--- config.mk ---
export PLATFORM = sky130hd
export DESIGN_NAME = timestamp_merge_arbiter
export DESIGN_NICKNAME = d
export VERILOG_FILES = /design/src/hw/rtl/tmarb_pkg.sv /design/src/hw/rtl/tmarb_ctrl.sv /design/src/hw/rtl/tmarb_datapath.sv /design/src/hw/rtl/timestamp_merge_arbiter.sv
export SDC_FILE = /design/constraint.sdc
export NUM_CORES = 2
export LEC_CHECK = 0
export BUFFER_PORTS_ARGS = -buffer_cell sky130_fd_sc_hd__buf_4
export CAP_MARGIN = 10
export CORE_MARGIN = 4
export CORE_UTILIZATION = 25
export CTS_CLUSTER_SIZE = 20
export DETAILED_ROUTE_END_ITERATION = 8
export GPL_TIMING_DRIVEN = 0
export PLACE_DENSITY = 0.41
export SETUP_SLACK_MARGIN = 0.15
export SYNTH_ARGS = -nofsm -noshare
export SYNTH_HDL_FRONTEND = slang
export SYNTH_SLANG_ARGS = --single-unit
--- constraint.sdc ---
create_clock -name clk -period 12.41 [get_ports clk]
set_input_delay 1.241 -clock clk [delete_from_list [all_inputs] [get_ports clk]]
set_output_delay 1.241 -clock clk [all_outputs]
set_load 0.03 [all_outputs]
--- src/hw/rtl/tmarb_pkg.sv ---
// Shared types, widths and constants for the timestamp merge arbiter.
package tmarb_pkg;

	// Default number of merged sources and the size of one first-level compare group.
	localparam int DEFAULT_NUM_SOURCES = 8;
	localparam int GROUP_SIZE          = 4;

	// Field widths of one transfer.
	localparam int STAMP_W  = 64;
	localparam int SOURCE_W = 3;
	localparam int ACTION_W = 2;

	// Input tdata layout: source, value; padded to whole bytes.
	localparam int IN_SOURCE_LSB = 0;
	localparam int IN_VALUE_LSB  = IN_SOURCE_LSB + SOURCE_W;
	localparam int IN_USED_W     = IN_VALUE_LSB + STAMP_W;
	localparam int IN_TDATA_W    = ((IN_USED_W + 7) / 8) * 8;

	// Output tdata layout: grant_valid, grant_source, grant_stamp, all_done, blocked.
	localparam int OUT_GVALID_LSB  = 0;
	localparam int OUT_GSOURCE_LSB = OUT_GVALID_LSB + 1;
	localparam int OUT_GSTAMP_LSB  = OUT_GSOURCE_LSB + SOURCE_W;
	localparam int OUT_DONE_LSB    = OUT_GSTAMP_LSB + STAMP_W;
	localparam int OUT_BLOCKED_LSB = OUT_DONE_LSB + 1;
	localparam int OUT_USED_W      = OUT_BLOCKED_LSB + 1;
	localparam int OUT_TDATA_W     = ((OUT_USED_W + 7) / 8) * 8;

	// Extreme signed stamp values.
	localparam logic signed [STAMP_W-1:0] STAMP_MIN = {1'b1, {(STAMP_W-1){1'b0}}};
	localparam logic signed [STAMP_W-1:0] STAMP_MAX = {1'b0, {(STAMP_W-1){1'b1}}};

	// Update kinds carried in the input tuser.
	typedef enum logic [ACTION_W-1:0] {
		ACT_HEAD  = 2'd0,
		ACT_MARK  = 2'd1,
		ACT_CLOSE = 2'd2,
		ACT_EVAL  = 2'd3
	} action_t;

	// Commands from the controller to the datapath.
	typedef struct packed {
		logic load_in;  // apply the accepted update to the source state
		logic eval;     // register the per-group minima
		logic commit;   // finish the merge decision and load the result register
	} tmarb_cmd_t;

endpackage

--- src/hw/rtl/tmarb_ctrl.sv ---
// Controller state machine: sequences accept, evaluation and result hand-off.
module tmarb_ctrl
	import tmarb_pkg::*;
(
	input  logic       clk,
	input  logic       arst_n,
	input  logic       in_valid,
	output logic       in_ready,
	output logic       out_valid,
	input  logic       out_ready,
	output tmarb_cmd_t cmd
);

	typedef enum logic [1:0] {
		ST_IDLE,
		ST_EVAL,
		ST_COMMIT
	} state_t;

	state_t state_q;
	logic   out_valid_q;
	logic   out_free;

	// The result register can take a new result when empty or being drained.
	assign out_free  = !out_valid_q || out_ready;
	assign in_ready  = (state_q == ST_IDLE);
	assign out_valid = out_valid_q;

	// Commands follow directly from the state and the handshakes.
	assign cmd.load_in = (state_q == ST_IDLE) && in_valid;
	assign cmd.eval    = (state_q == ST_EVAL);
	assign cmd.commit  = (state_q == ST_COMMIT) && out_free;

	// State register and result valid flag.
	always_ff @(posedge clk or negedge arst_n) begin
		if (!arst_n) begin
			state_q     <= ST_IDLE;
			out_valid_q <= 1'b0;
		end else begin
			if (out_valid_q && out_ready) begin
				out_valid_q <= 1'b0;
			end
			unique case (state_q)
				ST_IDLE: begin
					if (in_valid) begin
						state_q <= ST_EVAL;
					end
				end
				ST_EVAL: begin
					state_q <= ST_COMMIT;
				end
				ST_COMMIT: begin
					if (out_free) begin
						out_valid_q <= 1'b1;
						state_q     <= ST_IDLE;
					end
				end
				default: begin
					state_q <= ST_IDLE;
				end
			endcase
		end
	end

endmodule

--- src/hw/rtl/tmarb_datapath.sv ---
// Datapath: per-source state, two-stage minimum tree and the result register.
module tmarb_datapath
	import tmarb_pkg::*;
#(
	parameter int NUM_SOURCES = DEFAULT_NUM_SOURCES
) (
	input  logic                   clk,
	input  logic                   arst_n,
	input  tmarb_cmd_t             cmd,
	input  logic [IN_TDATA_W-1:0]  in_tdata,
	input  action_t                in_action,
	output logic [OUT_TDATA_W-1:0] out_tdata
);

	localparam int IDX_W      = (NUM_SOURCES > 1) ? $clog2(NUM_SOURCES) : 1;
	localparam int NUM_GROUPS = (NUM_SOURCES + GROUP_SIZE - 1) / GROUP_SIZE;

	// Per-source state.
	logic [NUM_SOURCES-1:0]          head_present_q;
	logic [NUM_SOURCES-1:0]          closed_q;
	logic signed [STAMP_W-1:0]       head_time_q [NUM_SOURCES];
	logic signed [STAMP_W-1:0]       low_mark_q  [NUM_SOURCES];

	// First-level group results, combinational and registered.
	logic [NUM_GROUPS-1:0]           grp_valid;
	logic [IDX_W-1:0]                grp_idx   [NUM_GROUPS];
	logic signed [STAMP_W-1:0]       grp_stamp [NUM_GROUPS];
	logic signed [STAMP_W-1:0]       grp_wm    [NUM_GROUPS];
	logic [NUM_GROUPS-1:0]           grp_pend;
	logic [NUM_GROUPS-1:0]           grp_valid_s1;
	logic [IDX_W-1:0]                grp_idx_s1   [NUM_GROUPS];
	logic signed [STAMP_W-1:0]       grp_stamp_s1 [NUM_GROUPS];
	logic signed [STAMP_W-1:0]       grp_wm_s1    [NUM_GROUPS];
	logic [NUM_GROUPS-1:0]           grp_pend_s1;

	// Final decision.
	logic                            best_valid;
	logic [IDX_W-1:0]                lead_src;
	logic signed [STAMP_W-1:0]       lead_stamp;
	logic signed [STAMP_W-1:0]       wm_min;
	logic                            pending;
	logic                            grant;

	logic [SOURCE_W-1:0]             in_source;
	logic signed [STAMP_W-1:0]       in_value;
	logic [OUT_TDATA_W-1:0]          out_tdata_q;

	assign in_source = in_tdata[IN_SOURCE_LSB +: SOURCE_W];
	assign in_value  = $signed(in_tdata[IN_VALUE_LSB +: STAMP_W]);

	// Control state of each source; a source index beyond the count matches no entry.
	always_ff @(posedge clk or negedge arst_n) begin
		if (!arst_n) begin
			head_present_q <= '0;
			closed_q       <= '0;
			for (int i = 0; i < NUM_SOURCES; i++) begin
				low_mark_q[i] <= STAMP_MIN;
			end
		end else begin
			for (int i = 0; i < NUM_SOURCES; i++) begin
				if (cmd.load_in && (int'(in_source) == i)) begin
					unique case (in_action)
						ACT_HEAD: begin
							if (!closed_q[i]) begin
								head_present_q[i] <= 1'b1;
							end
						end
						ACT_MARK: begin
							if (in_value > low_mark_q[i]) begin
								low_mark_q[i] <= in_value;
							end
						end
						ACT_CLOSE: begin
							closed_q[i] <= 1'b1;
						end
						ACT_EVAL: begin
						end
						default: begin
						end
					endcase
				end
			end
			if (cmd.commit && grant) begin
				head_present_q[lead_src] <= 1'b0;
			end
		end
	end

	// Head stamps are only read while their present bit is set.
	always_ff @(posedge clk) begin
		for (int i = 0; i < NUM_SOURCES; i++) begin
			if (cmd.load_in && (int'(in_source) == i) && (in_action == ACT_HEAD) &&
			    !closed_q[i]) begin
				head_time_q[i] <= in_value;
			end
		end
	end

	// First level: scan each group of sources in index order.
	always_comb begin
		for (int g = 0; g < NUM_GROUPS; g++) begin
			grp_valid[g] = 1'b0;
			grp_idx[g]   = '0;
			grp_stamp[g] = STAMP_MAX;
			grp_wm[g]    = STAMP_MAX;
			grp_pend[g]  = 1'b0;
			for (int k = 0; k < GROUP_SIZE; k++) begin
				if (g * GROUP_SIZE + k < NUM_SOURCES) begin
					if (head_present_q[g * GROUP_SIZE + k]) begin
						grp_pend[g] = 1'b1;
						if (!grp_valid[g] || (head_time_q[g * GROUP_SIZE + k] < grp_stamp[g])) begin
							grp_valid[g] = 1'b1;
							grp_stamp[g] = head_time_q[g * GROUP_SIZE + k];
							grp_idx[g]   = IDX_W'(g * GROUP_SIZE + k);
						end
					end else if (!closed_q[g * GROUP_SIZE + k]) begin
						grp_pend[g] = 1'b1;
						if (low_mark_q[g * GROUP_SIZE + k] < grp_wm[g]) begin
							grp_wm[g] = low_mark_q[g * GROUP_SIZE + k];
						end
					end
				end
			end
		end
	end

	// Register the group results.
	always_ff @(posedge clk) begin
		if (cmd.eval) begin
			grp_valid_s1 <= grp_valid;
			grp_pend_s1  <= grp_pend;
			for (int g = 0; g < NUM_GROUPS; g++) begin
				grp_idx_s1[g]   <= grp_idx[g];
				grp_stamp_s1[g] <= grp_stamp[g];
				grp_wm_s1[g]    <= grp_wm[g];
			end
		end
	end

	// Second level: combine groups in order, lower groups win ties.
	always_comb begin
		best_valid = 1'b0;
		lead_src   = '0;
		lead_stamp = STAMP_MAX;
		wm_min     = STAMP_MAX;
		pending    = |grp_pend_s1;
		for (int g = 0; g < NUM_GROUPS; g++) begin
			if (grp_valid_s1[g] && (!best_valid || (grp_stamp_s1[g] < lead_stamp))) begin
				best_valid = 1'b1;
				lead_stamp = grp_stamp_s1[g];
				lead_src   = grp_idx_s1[g];
			end
			if (grp_wm_s1[g] < wm_min) begin
				wm_min = grp_wm_s1[g];
			end
		end
		grant = best_valid && (lead_stamp <= wm_min);
	end

	// Result register.
	always_ff @(posedge clk) begin
		if (cmd.commit) begin
			out_tdata_q                                  <= '0;
			out_tdata_q[OUT_GVALID_LSB]                  <= grant;
			out_tdata_q[OUT_GSOURCE_LSB +: SOURCE_W]     <= grant ?
				SOURCE_W'({{(SOURCE_W + 1){1'b0}}, lead_src}) : '0;
			out_tdata_q[OUT_GSTAMP_LSB +: STAMP_W]       <= grant ? lead_stamp : '0;
			out_tdata_q[OUT_DONE_LSB]                    <= !pending;
			out_tdata_q[OUT_BLOCKED_LSB]                 <= pending && !grant;
		end
	end

	assign out_tdata = out_tdata_q;

endmodule

--- src/hw/rtl/timestamp_merge_arbiter.sv ---
// Top level of the timestamp merge arbiter: controller, datapath and checks.
//
// The block merges NUM_SOURCES timestamped sources in stamp order. Each
// transfer on the s_axis channel updates one source (tuser selects the kind:
// present a head stamp, raise a watermark, close the source, or evaluate only)
// and then triggers one merge evaluation. Each evaluation returns exactly one
// transfer on m_axis: the granted source and stamp if the smallest present head
// is at or below the least watermark of all empty, open sources, plus the
// all_done and blocked flags.
// Sequence: an input is accepted in the idle state; the group-compare state
// registers the per-group minima of the two-level compare tree, and the
// final-compare state combines them, clears the granted head and loads the
// result register. The controller then returns to idle, and a new input is
// taken only in the idle state. Only one item is in flight at a time.
// If the receiver stalls, the result stays in the output register and the
// next input is still accepted; its evaluation then waits in the final step
// until the register drains. After reset no head is present, no source is
// closed and every watermark holds the most negative stamp.
module timestamp_merge_arbiter
	import tmarb_pkg::*;
#(
	parameter int NUM_SOURCES = DEFAULT_NUM_SOURCES
) (
	input  logic                   clk,
	input  logic                   arst_n,
	input  logic                   s_axis_tvalid,
	output logic                   s_axis_tready,
	input  logic [IN_TDATA_W-1:0]  s_axis_tdata,   // source[2:0], value[66:3], zero pad
	input  logic [ACTION_W-1:0]    s_axis_tuser,   // action[1:0]
	output logic                   m_axis_tvalid,
	input  logic                   m_axis_tready,
	output logic [OUT_TDATA_W-1:0] m_axis_tdata    // grant_valid[0], grant_source[3:1],
	                                               // grant_stamp[67:4], all_done[68],
	                                               // blocked[69], zero pad
);

	tmarb_cmd_t cmd;

	// Controller.
	tmarb_ctrl u_ctrl (
		.clk       (clk),
		.arst_n    (arst_n),
		.in_valid  (s_axis_tvalid),
		.in_ready  (s_axis_tready),
		.out_valid (m_axis_tvalid),
		.out_ready (m_axis_tready),
		.cmd       (cmd)
	);

	// Datapath.
	tmarb_datapath #(
		.NUM_SOURCES (NUM_SOURCES)
	) u_datapath (
		.clk       (clk),
		.arst_n    (arst_n),
		.cmd       (cmd),
		.in_tdata  (s_axis_tdata),
		.in_action (action_t'(s_axis_tuser)),
		.out_tdata (m_axis_tdata)
	);

	// A grant never comes with the blocked flag.
	assert property (@(posedge clk) disable iff (!arst_n)
		m_axis_tvalid |-> !(m_axis_tdata[OUT_GVALID_LSB] && m_axis_tdata[OUT_BLOCKED_LSB]))
	else $error("grant and blocked reported together");

	// When all sources are done, nothing is granted and nothing is blocked.
	assert property (@(posedge clk) disable iff (!arst_n)
		(m_axis_tvalid && m_axis_tdata[OUT_DONE_LSB]) |->
		(!m_axis_tdata[OUT_GVALID_LSB] && !m_axis_tdata[OUT_BLOCKED_LSB]))
	else $error("all_done reported with a grant or blocked");

	// Without a grant the source and stamp fields read zero.
	assert property (@(posedge clk) disable iff (!arst_n)
		(m_axis_tvalid && !m_axis_tdata[OUT_GVALID_LSB]) |->
		(m_axis_tdata[OUT_GSTAMP_LSB +: STAMP_W] == '0 &&
		 m_axis_tdata[OUT_GSOURCE_LSB +: SOURCE_W] == '0))
	else $error("grant fields nonzero without a grant");

	// One item at a time: after an input transfer the channel is not ready.
	assert property (@(posedge clk) disable iff (!arst_n)
		(s_axis_tvalid && s_axis_tready) |=> !s_axis_tready)
	else $error("input accepted while an item is in flight");

endmodule
==> metrics.md <==
| Metric | Value |
|---|---|
| Final cell count without fillers | roughly 14000 |
| Post-synth EDFFs | roughly 850 |
| Max_cap viols | 0 |
| Number of global-route vias before repair | about 71000 |
| GRT overflow | 0 |
| Die height | between 600 and 700 um |
| Layout cell share with drive strength beyond 1 | 0.1549 |
| CTS hold repair buffers | 0 |
| Least-Margin Pin Slew | approximately 1300 ps |
| Post-layout instance area | 108200 um2 |
| Overall routed net length | between 300000 and 400000 um |
| Finished Core Util | 0.2933 |
| Leak | around 48 nW |
| Num Clock Sinks | 1377 |
| Routability cong. | 0.8797 |
| Root Driver | clkbuf_16 |
| First-pass GRT wire length | 478500 um |
| CP arrival | ~13000 ps |
| Via count | 68580 |
| Met1 wire length | between 150000 and 200000 um |
| CTS tree | yes |
| Fraction of the yosys area taken by sequential cells | 0.4178 |
| Commonest cells after routing, fill and taps aside | 1454 x ha_1, 866 x inv_1, 846 x edfxtp_1, 633 x mux2_2, 631 x nor2_1 |
| Post-DP HPWL | 266800 um |
| Clk pin slew, worst setup/hold paths | about 60 ps |
| TritonCTS Buffers | around 180 |
| Setup Viol. Count Final | 0 |
| Routed length per instance | around 23 um |
| CP peak stage delay | ~750 ps |
| Peak VDD IR | approximately 0.00013 V |
| Clock Path Buffers | 4 |
| H-tree Lvls | 4 |
| Met3 Wirelength | 12360 um |
| #FFs+latches synth | 1377 |
| Core area | about 370000 um2 |
| Mapped cell area | roughly 93000 um2 |
| Clock Latency Late Sink | 890 ps |
| Pre-antenna DRT Iters | 6 |
| DIE WIDTH | between 600 and 700 um |
| Post-DRT Antenna Nets | 0 |
| Count of cell types in the netlist | between 80 and 90 |
| FP Rows | 223 |
| Outcome | completed |
| Boundary Pins | ~150 |
| Final nets | ~11000 |
| Syn_area_per_cell | roughly 11 um2 |
| Pre-CTS WS | -4375 ps |
| Synth Flop Type | edfxtp_1 |
| Final WS setup | 434.6 ps |
| Type of the worst min-delay path | in -> async |
| Starting DRC count in detailed routing | between 4000 and 5000 |
| Clock skew | 69.83 ps |
| RSZ-0062 raised after global routing | no |
| Max FO, Critical Path | 10 |
| Critical path required time | approximately 13000 ps |
| Crit path kind | reg -> reg |
| Routed vias/inst | roughly 4.8 |
| Most common cell on crit path | clkbuf_1 |
| Post-DP Area | approximately 100000 um2 |
| Port Buf Inserts | 144 |
| Slew headroom | 0.1578 |
| Dpl cells | 13810 |
| Total power | ~26 mW |
| Critical Path Source Type | register |
| Ys async rst share | 0.3856 |
| Final hold vios | 0 |
| Area Growth Syn to Fin | 16.78% |
| Max Slew Vio Count | 0 |
| WL met2 | about 150000 um |
| Period utilization | 0.9650 |
| Overall routing resource usage | 0.1691 |
| CP endpoint kind | register |
| DRC Markers | 0 |
| Synth Instances | roughly 8600 |
| Achievable clock frequency | 83.50 MHz |
| Yosys Warn Count | 0 |
| Initial antenna violation count | 26 |
| PD cells | 239.3 nW/um2 |
| Slowest cell on the critical path | clkbuf_1 |
| Commonest non-fill, non-tap cell in the layout | ha_1 |
| Post-route minimum period | ~12000 ps |
| Largest net degree at the start of global routing | ~110 |
| Initial Utilization | 0.2511 |
| Die area | approximately 380000 um2 |
| Uppermost layer routed | met4 |
-- final timing paths --
kind                                                     endpoint  cells after the start                             startpoint  slack, ps
min                        u_datapath.low_mark_q[494]$_DFFE_PN0P_                      1                                 arst_n        360
max                         u_datapath.out_tdata[6]$_SDFFCE_PN0P_                     32   u_datapath.grp_valid_s1[0]$_DFFE_PN_        430
min in group clk            u_datapath.low_mark_q[61]$_DFFE_PN0P_                      1  u_datapath.low_mark_q[61]$_DFFE_PN0P_        520
max in group asynchronous   u_datapath.low_mark_q[23]$_DFFE_PN0P_                      3                                 arst_n      10620
max reg2reg                 u_datapath.out_tdata[6]$_SDFFCE_PN0P_                     32   u_datapath.grp_valid_s1[0]$_DFFE_PN_        430
min reg2reg                 u_datapath.low_mark_q[61]$_DFFE_PN0P_                      1  u_datapath.low_mark_q[61]$_DFFE_PN0P_        520
-- cells by family (layout without fill, tap and decap cells) --
group | Yosys count | after routing | share of synthesized area
compound gates | 1873 | 1873 | 0.1266
mux | 964 | 964 | 0.1136
xor+xnor | 6 | 6 | 0.0005673
flops | 1377 | 1377 | 0.4178
fa+ha+maj | 1458 | 1458 | 0.1969
simple gates | 1821 | 1821 | 0.09612
other cells | 1 | 25 | 0.00004048
buf+inv | 1137 | 1709 | 0.04832
-- layer usage --
layer | GRT usage | up-vias
met3 | 0.01769 | 450
met1 | 0.2312 | 33870
met2 | 0.2738 | 1474
li1 | - | 32780
met5 | 0 | -
met4 | 0.06579 | 0
-- repair_timing --
item,in CTS,in global routing
pin swaps,13,9
resized for setup,166,60
setup buffers,10,9
setup endpoints to repair,287,257
-- sequential cells by signal, indices dropped and copies added, names as in the netlist --
name	flops
u_ctrl.out_valid	1
u_ctrl.state_q	2
u_datapath.closed_q	8
u_datapath.grp_idx_s1	5
u_datapath.grp_pend_s1	2
u_datapath.grp_stamp_s1	128
u_datapath.grp_valid_s1	1
u_datapath.grp_wm_s1	128
u_datapath.head_present_q	8
u_datapath.head_time_q	512
u_datapath.low_mark_q	512
u_datapath.out_tdata	70
-- report_power, final --
group          internal (mW)  switching [mW]
logic                   5.13            8.38
registers               5.99           0.770
clock network           3.40            2.21
-- Yosys cell counts, drive strengths merged (9+ instances only) --
library cell	n	area (um2)
nand2b	78	488.0
or3	18	112.6
nand4	308	1927
nor3	79	400.4
a21boi	9	67.56
nor2	633	2376
nor4	30	187.7
or4	11	82.58
nand3	73	365.4
o211ai	28	215.2
a31oi	13	87.58
o21a	70	525.5
inv	870	3266
a211o	13	113.9
dfrtp	523	13090
a211oi	38	285.3
and4	21	183.9
o22ai	200	1257
clkbuf	158	594.3
o21bai	11	82.58
a221o	10	100.1
edfxtp	846	25400
or2	22	140.1
nor2b	116	725.7
a21o	442	3318
o21ai	402	2012
ha	1458	18240
and3	17	106.4
buf	109	615.6
a221oi	13	113.9
nand2	329	1235
mux2i	265	2653
mux2	699	7871
a21oi	530	2660
o221ai	12	105.1
and2	68	425.4
o31ai	9	67.56
a2111oi	17	186.4
-- layout make-up --
| cell class | instances | area [um2] |
|---|---|---|
| Antenna cell | 23 | 57.56 |
| Clock buffer | 248 | 5192 |
| Tap cell | 4950 | 6193 |
| Multi-Input combinational cell | 6124 | 50030 |
| Clock inverter | 84 | 1022 |
| Sequential cell | 1377 | 38710 |
| Timing Repair Buffer | 241 | 2280 |
| Inverter | 870 | 3271 |
| Fill cell | 38190 | 260700 |
| Buffer | 266 | 1416 |
-- metrics by stage --
stage	hold WS [ps]	setup TNS [ps]
after floorplan	467.5	0
after global placement	508.1	-1175290
after detailed placement	509.8	-960000
after CTS	301.9	0
after global routing	369.7	0
final	357.4	0
-- critical path, delay by kind of cell, from the launching register on --
family	cells	cell delay (ps)
buffers and inverters	9	3970
AOI/OAI and AO/OA	12	3830
and+or+nand+nor	8	2190
adders and majority gates	2	750
muxes	1	430
DFF	1	350
(Power assumes the default switching activity.)
